--- src/rtl/core/xs128p_pkg.sv ---
// ----------------------------------------------------------------------------
// xs128p_pkg
// Shared types and constants for the xorshift128+ generator core.
// ----------------------------------------------------------------------------
package xs128p_pkg;

  localparam int unsigned WordW = 64;
  localparam int unsigned HalfW = 32;
  localparam int unsigned OpW   = 2;
  localparam int unsigned FracW = 53;

  localparam logic [WordW-1:0] GoldenGamma = 64'h9e3779b97f4a7c15;
  localparam logic [WordW-1:0] MixMulA     = 64'hbf58476d1ce4e5b9;
  localparam logic [WordW-1:0] MixMulB     = 64'h94d049bb133111eb;

  localparam int unsigned MixShift0 = 30;
  localparam int unsigned MixShift1 = 27;
  localparam int unsigned MixShift2 = 31;
  localparam int unsigned XsShiftA  = 23;
  localparam int unsigned XsShiftB  = 18;
  localparam int unsigned XsShiftC  = 5;

  typedef enum logic [OpW-1:0] {
    OP_SEED_LOW  = 2'd0,
    OP_SEED_HIGH = 2'd1,
    OP_DRAW      = 2'd2,
    OP_NONE      = 2'd3
  } op_t;

  // Which 32x32 partial product the shared multiplier forms this cycle
  typedef enum logic [1:0] {
    MUL_LL = 2'd0,
    MUL_LH = 2'd1,
    MUL_HL = 2'd2
  } mul_step_t;

  typedef enum logic [3:0] {
    ST_IDLE = 4'd0,
    ST_MA0  = 4'd1,
    ST_MA1  = 4'd2,
    ST_MA2  = 4'd3,
    ST_FOLD = 4'd4,
    ST_MB0  = 4'd5,
    ST_MB1  = 4'd6,
    ST_MB2  = 4'd7,
    ST_FIN  = 4'd8
  } state_t;

  typedef struct packed {
    logic      seed_load;
    logic      mul_en;
    mul_step_t step;
    logic      mul_b;
    logic      fold;
    logic      commit;
    logic      emit;
    logic      draw;
  } dp_cmd_t;

endpackage

--- src/rtl/core/xs128p_if.sv ---
// ----------------------------------------------------------------------------
// xs128p_req_if / xs128p_rsp_if
// Valid/ready channels for request and result words.
// ----------------------------------------------------------------------------
interface xs128p_req_if;
  logic        valid;
  logic        ready;
  logic [1:0]  op;
  logic [63:0] seed_word;

  modport source (output valid, output op, output seed_word, input ready);
  modport sink   (input valid, input op, input seed_word, output ready);
endinterface

interface xs128p_rsp_if;
  logic        valid;
  logic        ready;
  logic [63:0] value;
  logic [52:0] fraction;

  modport source (output valid, output value, output fraction, input ready);
  modport sink   (input valid, input value, input fraction, output ready);
endinterface

--- src/rtl/core/xorshift128plus_generator_core.sv ---
// ----------------------------------------------------------------------------
// xorshift128plus_generator_core
// xorshift128+ generator with splitmix64 seeding of its two state words.
// ----------------------------------------------------------------------------
//
//   channel  dir  payload                          transfer
//   -------  ---  -------------------------------  -----------------
//   req      in   op[1:0], seed_word[63:0]         valid && ready
//   rsp      out  value[63:0], fraction[52:0]      valid && ready
//
// Sequence: a draw (or an unused op code) writes the result register when
//   taken; a new request is taken every cycle while the result is consumed.
//   A seed word gets the gamma add, a 64-bit multiply on the shared 32x32
//   multiplier (three partial products), a fold, a second multiply, a load.
// Reset: both state words clear to zero; draws return zero until seeded.
// Stalls: the result register holds one word; req.ready stays high while it
//   is being taken, and drops while it is held or the mixer is busy.
//
module xorshift128plus_generator_core (
  input  logic         clk,
  input  logic         rst,
  xs128p_req_if.sink   req,
  xs128p_rsp_if.source rsp
);
  import xs128p_pkg::*;

  dp_cmd_t     cmd;
  logic [63:0] value;

  // Sequencer: hold requests while the mixer runs, own the result valid
  xs128p_ctrl u_ctrl (
    .clk       (clk),
    .rst       (rst),
    .in_valid  (req.valid),
    .op        (req.op),
    .in_ready  (req.ready),
    .out_ready (rsp.ready),
    .out_valid (rsp.valid),
    .cmd       (cmd)
  );

  // Datapath: state words, draw step, mixer, result word register
  xs128p_dp u_dp (
    .clk       (clk),
    .rst       (rst),
    .cmd       (cmd),
    .op        (req.op),
    .seed_word (req.seed_word),
    .value     (value)
  );

  // Fraction is the low 53 bits of the result word, scaled by 2^-53
  assign rsp.value    = value;
  assign rsp.fraction = value[FracW-1:0];

endmodule

--- src/rtl/core/xs128p_ctrl.sv ---
// ----------------------------------------------------------------------------
// xs128p_ctrl
// Sequencer for the seed mixer and owner of the result word valid flag.
// ----------------------------------------------------------------------------
module xs128p_ctrl (
  input  logic                clk,
  input  logic                rst,
  input  logic                in_valid,
  input  logic [1:0]          op,
  output logic                in_ready,
  input  logic                out_ready,
  output logic                out_valid,
  output xs128p_pkg::dp_cmd_t cmd
);
  import xs128p_pkg::*;

  state_t state, state_next;
  logic   accept;
  logic   is_seed;

  assign in_ready = (state == ST_IDLE) && (!out_valid || out_ready);
  assign accept   = in_valid && in_ready;
  assign is_seed  = (op_t'(op) == OP_SEED_LOW) || (op_t'(op) == OP_SEED_HIGH);

  always_ff @(posedge clk) begin
    if (rst) begin
      state     <= ST_IDLE;
      out_valid <= 1'b0;
    end else begin
      state <= state_next;
      if (cmd.emit) begin
        out_valid <= 1'b1;
      end else if (out_ready) begin
        out_valid <= 1'b0;
      end
    end
  end

  always_comb begin
    state_next = state;
    cmd        = '0;
    cmd.step   = MUL_LL;
    unique case (state)
      ST_IDLE: begin
        if (accept) begin
          if (is_seed) begin
            cmd.seed_load = 1'b1;
            state_next    = ST_MA0;
          end else begin
            // draw, or unused code which returns zero
            cmd.emit = 1'b1;
            cmd.draw = (op_t'(op) == OP_DRAW);
          end
        end
      end
      ST_MA0: begin
        cmd.mul_en = 1'b1;
        cmd.step   = MUL_LL;
        state_next = ST_MA1;
      end
      ST_MA1: begin
        cmd.mul_en = 1'b1;
        cmd.step   = MUL_LH;
        state_next = ST_MA2;
      end
      ST_MA2: begin
        cmd.mul_en = 1'b1;
        cmd.step   = MUL_HL;
        state_next = ST_FOLD;
      end
      ST_FOLD: begin
        cmd.fold   = 1'b1;
        state_next = ST_MB0;
      end
      ST_MB0: begin
        cmd.mul_en = 1'b1;
        cmd.mul_b  = 1'b1;
        cmd.step   = MUL_LL;
        state_next = ST_MB1;
      end
      ST_MB1: begin
        cmd.mul_en = 1'b1;
        cmd.mul_b  = 1'b1;
        cmd.step   = MUL_LH;
        state_next = ST_MB2;
      end
      ST_MB2: begin
        cmd.mul_en = 1'b1;
        cmd.mul_b  = 1'b1;
        cmd.step   = MUL_HL;
        state_next = ST_FIN;
      end
      ST_FIN: begin
        cmd.commit = 1'b1;
        cmd.emit   = 1'b1;
        state_next = ST_IDLE;
      end
      default: begin
        state_next = ST_IDLE;
      end
    endcase
  end

  a_seed_starts_mix: assert property (@(posedge clk) disable iff (rst)
    accept && is_seed |=> state == ST_MA0)
    else $error("seed word did not start the mixer");

  a_fin_slot_free: assert property (@(posedge clk) disable iff (rst)
    state == ST_FIN |-> !out_valid)
    else $error("result slot occupied at end of seeding");

  a_no_overwrite: assert property (@(posedge clk) disable iff (rst)
    cmd.emit |-> !(out_valid && !out_ready))
    else $error("result word overwritten while stalled");

  a_busy_blocks_input: assert property (@(posedge clk) disable iff (rst)
    state != ST_IDLE |-> !in_ready)
    else $error("input taken while mixer busy");

endmodule

--- src/rtl/core/xs128p_dp.sv ---
// ----------------------------------------------------------------------------
// xs128p_dp
// State words, xorshift128+ step, splitmix64 mixer with one shared
// 32x32 multiplier, and the result word register.
// ----------------------------------------------------------------------------
module xs128p_dp (
  input  logic                clk,
  input  logic                rst,
  input  xs128p_pkg::dp_cmd_t cmd,
  input  logic [1:0]          op,
  input  logic [63:0]         seed_word,
  output logic [63:0]         value
);
  import xs128p_pkg::*;

  logic [WordW-1:0] word_low;
  logic [WordW-1:0] word_high;
  logic [WordW-1:0] z;
  logic [WordW-1:0] acc;
  logic             target;

  logic [WordW-1:0] seed_sum;
  logic [WordW-1:0] mul_const;
  logic [HalfW-1:0] mul_x;
  logic [HalfW-1:0] mul_y;
  logic [WordW-1:0] prod;
  logic [WordW-1:0] acc_next;
  logic [WordW-1:0] mixed;

  logic [WordW-1:0] xs_sum;
  logic [WordW-1:0] xs_a1;
  logic [WordW-1:0] xs_a2;
  logic [WordW-1:0] xs_new_high;
  logic [WordW-1:0] draw_value;

  assign seed_sum  = seed_word + GoldenGamma;
  assign mul_const = cmd.mul_b ? MixMulB : MixMulA;

  // Low 64 bits of z * const from three 32x32 partial products
  always_comb begin
    mul_x = z[HalfW-1:0];
    mul_y = mul_const[HalfW-1:0];
    case (cmd.step)
      MUL_LL: begin
        mul_x = z[HalfW-1:0];
        mul_y = mul_const[HalfW-1:0];
      end
      MUL_LH: begin
        mul_x = z[HalfW-1:0];
        mul_y = mul_const[WordW-1:HalfW];
      end
      MUL_HL: begin
        mul_x = z[WordW-1:HalfW];
        mul_y = mul_const[HalfW-1:0];
      end
      default: begin
        mul_x = z[HalfW-1:0];
        mul_y = mul_const[HalfW-1:0];
      end
    endcase
  end

  assign prod     = WordW'(mul_x) * WordW'(mul_y);
  assign acc_next = (cmd.step == MUL_LL) ? prod : acc + {prod[HalfW-1:0], {HalfW{1'b0}}};
  assign mixed    = acc ^ (acc >> MixShift2);

  // xorshift128+ step
  assign xs_sum      = word_low + word_high;
  assign xs_a1       = word_low ^ (word_low << XsShiftA);
  assign xs_a2       = xs_a1 ^ (xs_a1 >> XsShiftB);
  assign xs_new_high = xs_a2 ^ word_high ^ (word_high >> XsShiftC);
  assign draw_value  = xs_sum + xs_new_high;

  always_ff @(posedge clk) begin
    if (rst) begin
      word_low  <= '0;
      word_high <= '0;
    end else if (cmd.draw) begin
      word_low  <= word_high;
      word_high <= xs_new_high;
    end else if (cmd.commit) begin
      if (target) begin
        word_high <= mixed;
      end else begin
        word_low <= mixed;
      end
    end
  end

  always_ff @(posedge clk) begin
    if (cmd.seed_load) begin
      z      <= seed_sum ^ (seed_sum >> MixShift0);
      target <= (op_t'(op) == OP_SEED_HIGH);
    end else if (cmd.fold) begin
      z <= acc ^ (acc >> MixShift1);
    end
    if (cmd.mul_en) begin
      acc <= acc_next;
    end
    if (cmd.emit) begin
      value <= cmd.draw ? draw_value : '0;
    end
  end

  a_unseeded_zero: assert property (@(posedge clk) disable iff (rst)
    cmd.draw && word_low == '0 && word_high == '0 |=> value == '0)
    else $error("unseeded draw gave a non-zero word");

  a_draw_shifts_state: assert property (@(posedge clk) disable iff (rst)
    cmd.draw |=> word_low == $past(word_high))
    else $error("draw did not move high word into low word");

  a_seed_value_zero: assert property (@(posedge clk) disable iff (rst)
    cmd.commit |=> value == '0)
    else $error("seed result word is not zero");

endmodule
--- src/flat_wrapper.sv ---
// flat-port wrapper written by rule: the top's interface ports become plain ports
module xorshift128plus_generator_core_flat import xs128p_pkg::*;
  (clk, rst, req_valid, req_op, req_seed_word, req_ready, rsp_valid, rsp_value, rsp_fraction, rsp_ready);
  xs128p_req_if req_i ();
  xs128p_rsp_if rsp_i ();
  input  logic clk;
  input  logic rst;
  input wire logic [$bits(req_i.valid)-1:0] req_valid;
  input wire logic [$bits(req_i.op)-1:0] req_op;
  input wire logic [$bits(req_i.seed_word)-1:0] req_seed_word;
  output wire logic [$bits(req_i.ready)-1:0] req_ready;
  output wire logic [$bits(rsp_i.valid)-1:0] rsp_valid;
  output wire logic [$bits(rsp_i.value)-1:0] rsp_value;
  output wire logic [$bits(rsp_i.fraction)-1:0] rsp_fraction;
  input wire logic [$bits(rsp_i.ready)-1:0] rsp_ready;
  assign req_i.valid = req_valid;
  assign req_i.op = req_op;
  assign req_i.seed_word = req_seed_word;
  assign req_ready = req_i.ready;
  assign rsp_valid = rsp_i.valid;
  assign rsp_value = rsp_i.value;
  assign rsp_fraction = rsp_i.fraction;
  assign rsp_i.ready = rsp_ready;
  xorshift128plus_generator_core u_core (.clk(clk), .rst(rst), .req(req_i), .rsp(rsp_i));
endmodule
--- config.mk ---
export PLATFORM = sky130hd
export DESIGN_NAME = xorshift128plus_generator_core_flat
export DESIGN_NICKNAME = d
export VERILOG_FILES = /design/src/rtl/core/xs128p_pkg.sv /design/src/rtl/core/xs128p_if.sv /design/src/rtl/core/xorshift128plus_generator_core.sv /design/src/rtl/core/xs128p_ctrl.sv /design/src/rtl/core/xs128p_dp.sv /design/src/flat_wrapper.sv
export SDC_FILE = /design/constraint.sdc
export NUM_CORES = 2
export LEC_CHECK = 0
export BUFFER_PORTS_ARGS = -buffer_cell sky130_fd_sc_hd__buf_2
export CAP_MARGIN = 20
export CORE_MARGIN = 1
export CORE_UTILIZATION = 26
export DETAILED_ROUTE_END_ITERATION = 16
export PLACE_DENSITY_LB_ADDON = 0.3
export SYNTH_ARGS = -nofsm -noshare
export SYNTH_HDL_FRONTEND = slang
export SYNTH_SLANG_ARGS = --single-unit
--- constraint.sdc ---
create_clock -name clk -period 11.15 [get_ports clk]
set_input_delay 1.115 -clock clk [delete_from_list [all_inputs] [get_ports clk]]
set_output_delay 1.115 -clock clk [all_outputs]
set_load 0.01 [all_outputs]
# --- Yosys cells after proc, flatten, opt, wreduce, memory -nomap -nowiden ---
# Index checks and enable logic that the tools add are counted.
word_totals:
  register_bits: 326
  input_bits: 70
  elab_cells: 82
classes:
  addsub: 4
  n_reduce_logical: 19
  mux: 28
  n_mul: 1
  eq_ne: 15
  bitwise: 7
ops:
  columns: ["cell", "count"]
  rows:
  - ["64-bit 2-to-1 mux", 9]
  - ["64-bit adder", 3]
  - ["64-bit bitwise XOR", 2]
  - ["64-bit adder, second input constant", 1]
  - ["32-bit by 32-bit multiplier with 64-bit output", 1]
  - ["32-bit 2-to-1 mux", 2]
  - ["64-bit by 33-bit bitwise XOR with 64-bit output", 1]
  - ["64-bit by 34-bit bitwise XOR with 64-bit output", 1]
  - ["64-bit by 37-bit bitwise XOR with 64-bit output", 1]
  - ["64-bit by 46-bit bitwise XOR with 64-bit output", 1]
  - ["64-bit by 59-bit bitwise XOR with 64-bit output", 1]
  - ["62-bit 2-to-1 mux", 1]
  - ["4-bit case mux with 8 select lines", 1]
  - ["4-bit by 3-bit equality test with 1-bit output, second input constant", 4]
  - ["1-bit 2-to-1 mux", 9]
  - ["3-bit case mux with 3 select lines", 1]
  - ["4-bit by 2-bit equality test with 1-bit output, second input constant", 2]
  - ["4-bit 2-to-1 mux", 2]
  - ["2-bit nonzero test", 4]
  - ["2-bit != test, second input constant", 3]
  - ["2-bit AND reduction", 3]
  - ["2-bit OR reduction", 3]
  - ["2-bit by 1-bit equality test with 1-bit output, second input constant", 2]
  - ["2-bit equality test, second input constant", 2]
  - ["other kinds (10)", 14]

# --- Depth between registers and ports, before layout ---
logic_depth:
  ltp_word: 8
  depth_mapped: 43
  ltp_nobuf: 38

# --- Modules after synthesis ---
# From an unflattened synthesis, not the netlist that was laid out.
unflattened:
  hier_cells: 6006
  hier_area_um2: 54631.1
by_module_without_submodules:
  columns: ["module", "cells_each", "n_inst", "seq_area_each_um2", "area_per_inst_um2"]
  rows:
  - ["xs128p_dp", 5916, 1, 8358.0, 53926.7]
  - ["xorshift128plus_generator_core", 53, 1, 0.0, 397.9]
  - ["xs128p_ctrl", 37, 1, 100.1, 306.5]

# --- Worst setup path before layout ---
# No wires, ideal clock.
synth_timing:
  path_kind: "flip-flop to flip-flop"
  from: "register u_core.u_ctrl.state[1]"
  to: "register u_core.u_dp.acc[63], data pin"
  slack_ps: 937
  path_stages_with_launch: 39
  arrival_time_ps: 10046
  setup_ps: 167
  cell_sequence: "dfxtp_1 clkbuf_1 nor2_1 nor2_1 nand2_1 nand2_1 clkbuf_1 nor2_1 nor2_1 fa_1 inv_1 fa_1 fa_1 inv_1 fa_1 inv_1 ha_1 ha_1 (+3 left out) nand2_1 nor2_1 a41oi_1 nand2_1 a211oi_1 o21ai_0 xor2_1 ha_1 a21o_1 a21o_1 a21oi_1 nor2_1 nor4_1 o311ai_0 o211ai_1 xnor2_1 a21oi_1 a211oi_1"
synth_between:
  elab_chain_cells: 8
synth_rtl:
  columns: ["item", "line", "rtl"]
  rows:
  - ["from (decl)", "xs128p_ctrl.sv:17", "state_t state, state_next;"]
  - ["from (signal assigned)", "xs128p_ctrl.sv:30", "state <= state_next;"]
  - ["4-bit by 3-bit equality test with 1-bit output, or another cell as far along", "xs128p_ctrl.sv:43", "unique case (state)"]
  - ["2-bit OR reduction (no source line) / 3-bit OR reduction (equally long branches)", null, null]
  - ["3-bit case mux with 3 select lines / 1-bit 2-to-1 mux (equally long branches)", "xs128p_ctrl.sv:43", null]
  - ["2-bit equality test, or another cell as far along", "xs128p_dp.sv:43", "case (cmd.step)"]
  - ["32-bit 2-to-1 mux", "xs128p_dp.sv:43", null]
  - ["32-bit by 32-bit multiplier with 64-bit output", "xs128p_dp.sv:63", "assign prod = WordW'(mul_x) * WordW'(mul_y);"]
  - ["64-bit adder", "xs128p_dp.sv:64", "assign acc_next = (cmd.step == MUL_LL) ? prod : acc + {prod[HalfW-1:0], {HalfW{1'b0}}};"]
  - ["64-bit 2-to-1 mux *", "xs128p_dp.sv:64", null]
  - ["via u_core.u_dp.acc_next[63]", "xs128p_dp.sv:27", "logic [WordW-1:0] acc_next;"]
  - ["to (signal assigned)", "xs128p_dp.sv:98", "acc <= acc_next;"]
  - ["to (decl)", "xs128p_dp.sv:19", "logic [WordW-1:0] acc;"]
# Mark *: on every way through the listed nets, which the timed path passes. The rest lies on a longest branch.
# A chain may end at the register's enable or synchronous reset.

# --- Worst setup path in the final report ---
# Ends and elaborated chain as after synthesis.

==> flow_metrics.tcl <==
set metrics [dict create \
    synth_enable_flop_cells 193 \
    slowest_stage "mux2_2" \
    final_common_cell "inv_1" \
    cap_violations 0 \
    antenna_found_initial 5 \
    hold_depth 2 \
    num_vias 42248 \
    h-tree-depth 2 \
    synthCells 5966 \
    die_y_um 460 \
    fin_crit_sh 0.943 \
    setup-violations-final 0 \
    cts.sinks 326 \
    post_synth.cell_area_avg_um2 9.13 \
    worstRegToRegCells 39 \
    numCtsBuffers 40 \
    slowest_delay_ps 540 \
    max_freq_mhz 95.1 \
    drv_slew 0 \
    reg2reg_slack_ps 630 \
    core_area_um2 207000 \
    first_iter_violations 3479 \
    worstMarginPinSlew_ps 1020 \
    clkLatencyLatePin_ps 610 \
    ios 189 \
    cp.arrival_ps 10910 \
    cts_tree "done" \
    ys_ff_latch 326 \
    rsz0062_at_grt "no" \
    die_x_um 460 \
    r2r-end "u_core.u_dp.acc[63]" \
    status "finished clean" \
    crit_buf_inv 8 \
    synthToLayoutAreaGrowth_pct 9.96 \
    slew_headroom 0.314 \
    syn_area_um2 54400 \
    yosysSeqAreaShare 0.155 \
    crit_path_end_kind "flop" \
    synth_top_area_share 0.323 \
    firstDrtPassIters 6 \
    antenna_left 0 \
    cp.required_ps 11540 \
    drive_gt1_frac 0.0774 \
    timing.rr.start "u_core.u_ctrl.state[1]" \
    multi_input_area_um2 40400 \
    gp_congestion 0.957 \
    start_util 0.262 \
    hold_start "u_core.u_dp.word_high[14]" \
    synthArstFlopShare 0 \
    ys_types 99 \
    cp-start-kind "flop" \
    wl_met2_um 95800 \
    synth_warnings 0 \
    clockBufferDepth 3 \
    grt_pass1_vias 43778 \
    clk_pin_slew_worst_paths_ps 60 \
    yosys_most_used_dff "edfxtp_1" \
    grtUsageTotal 0.197 \
    wl_per_cell_um 23.7 \
    wl_um 209000 \
    overflow 0 \
    crit_path_max_fanout 24 \
    final_nets 7384 \
    yosysTopAreaCell "fa_1" \
    top_layer "met5" \
    wl_met3_um 11000 \
    synthTopCellsByArea "fa_1 32%, edfxtp_1 11%, ha_1 9.9%" \
    syn-num-nets 7346 \
    worst_hold_path.endpoint "u_core.u_dp.word_low[14]" \
    grt_max_degree 195 \
    finalClockSkew_ps 43.4 \
    viasPerCell 4.79 \
    grt_pass1_wl_um 304000 \
    die-area_um2 211000 \
    num_rows 167 \
    cpLargestDelayFamily "adder cells" \
    dp_hpwl_um 178000 \
    final_cell_mix "1,138 x inv_1, 878 x fa_1, 529 x nor2_1" \
    setup_tns_ps 0 \
    period_needed_ps 10520 \
    min_path_type "reg -> reg" \
    route.detailed.drc 0 \
    wl_met1_um 92600 \
    critical_path_depth 39 \
    worst-setup-path-type "reg -> reg" \
    fill_cells 21991 \
    regArea_um2 8460 \
    hold_violations 0 \
    cts_root_buf "clkbuf_16" \
    port_buffers 188 \
    fin_util 0.289 \
]
==> tightest hold or removal path, cell delays in order, from the launching register on <==
cell and delay (ps):
dfxtp_1 340, nand2_1 60, a21oi_1 50
==> per-stage QoR <==
stage | std cells | worst slack [ps] | hold slack, ps | cell area [um^2]
6_report | 8827 | 634 | 502 | 59900
5_1_grt | 8824 | 116 | 518 | 59900
4_1_cts | 8822 | 504 | 501 | 59800
3_5_place_dp | 8748 | 517 | 489 | 58400
3_3_place_gp | 8748 | 725 | 485 | 58400
2_1_floorplan | 5966 | 937 | 469 | 54400
==> cell families (layout without fill, tap and decap cells) <==
| kind of cell | after synthesis | count (layout) | share of synthesized area |
|---|---|---|---|
| AOI/OAI and AO/OA | 921 | 921 | 0.108 |
| xor gates and xnor gates | 507 | 507 | 0.0823 |
| adders and majority gates | 1314 | 1314 | 0.423 |
| buffers and inverters | 1450 | 1520 | 0.104 |
| DFF | 326 | 326 | 0.155 |
| muxes | 76 | 76 | 0.0145 |
| other | 1 | 4 | 0.0000689 |
| and+or+nand+nor | 1371 | 1371 | 0.113 |
==> area by class of cell <==
type,instances,share of cell area
Clock inverter,14,0.00332
Multi-Input combinational cell,4190,0.675
Inverter,1151,0.0722
Sequential cell,326,0.141
Tap cell,2788,0.0583
Antenna cell,3,0.000125
Clock buffer,60,0.0202
Timing Repair Buffer,295,0.0298
==> worst max path at each step <==
stage,startpoint,end,slack (ps)
2_1_floorplan,u_core.u_ctrl.state[1],u_core.u_dp.acc[63],940
3_3_place_gp,u_core.u_ctrl.state[1],u_core.u_dp.acc[62],730
3_5_place_dp,u_core.u_ctrl.state[1],u_core.u_dp.acc[63],520
4_1_cts,u_core.u_ctrl.state[1],u_core.u_dp.acc[63],500
5_1_grt,u_core.u_ctrl.state[1],u_core.u_dp.acc[63],120
6_report,u_core.u_ctrl.state[1],u_core.u_dp.acc[63],630
==> synth_stat cells (6+ instances only) <==
cell type / number
inv_1: 1138
fa_1: 878
nor2_1: 532
ha_1: 432
nand2_1: 430
xnor2_1: 382
a21oi_1: 300
clkbuf_1: 210
edfxtp_1: 193
o21ai_0: 166
dfxtp_1: 133
xor2_1: 122
a211oi_1: 104
a21o_1: 82
nor3_1: 62
mux2i_1: 56
and3_1: 55
buf_4: 55
o211ai_1: 54
and2_1: 52
nand3_1: 46
nand4_1: 39
o21ai_1: 30
nor2b_1: 29
a31oi_1: 27
o21bai_1: 26
or3_1: 25
nand2b_1: 23
o21a_1: 23
or2_2: 21
mux2_2: 18
buf_1: 17
buf_2: 15
nor4_1: 11
nand3b_1: 9
nor3b_1: 9
clkinv_1: 8
o22ai_1: 8
o31ai_1: 8
a21boi_0: 6
o2111ai_1: 6
==> per-layer routing <==
layer  vias to the layer above  track usage
met5                         -            0
met4                         4       0.0774
met3                       253       0.0220
met2                      1363        0.315
met1                     21600        0.269
li1                      19028            -
==> state kept, by name, summed over array words and instances (netlist names) <==
register	cells
u_core.u_dp.word_low	64
u_core.u_dp.acc	64
u_core.u_dp.target	1
u_core.u_dp.word_high	64
u_core.u_ctrl.state	4
u_core.u_ctrl.out_valid	1
u_core.u_dp.z	64
u_core.u_dp.value	64
==> what timing repair did <==
action	CTS	global route
buffers inserted	0	0
resized for setup	0	2
setup endpoints to repair	0	3
hold buffers	0	0
Power is left out: the tool's default activity adds up to more than one toggle a clock period on the data nets, which glitch-free logic cannot reach.
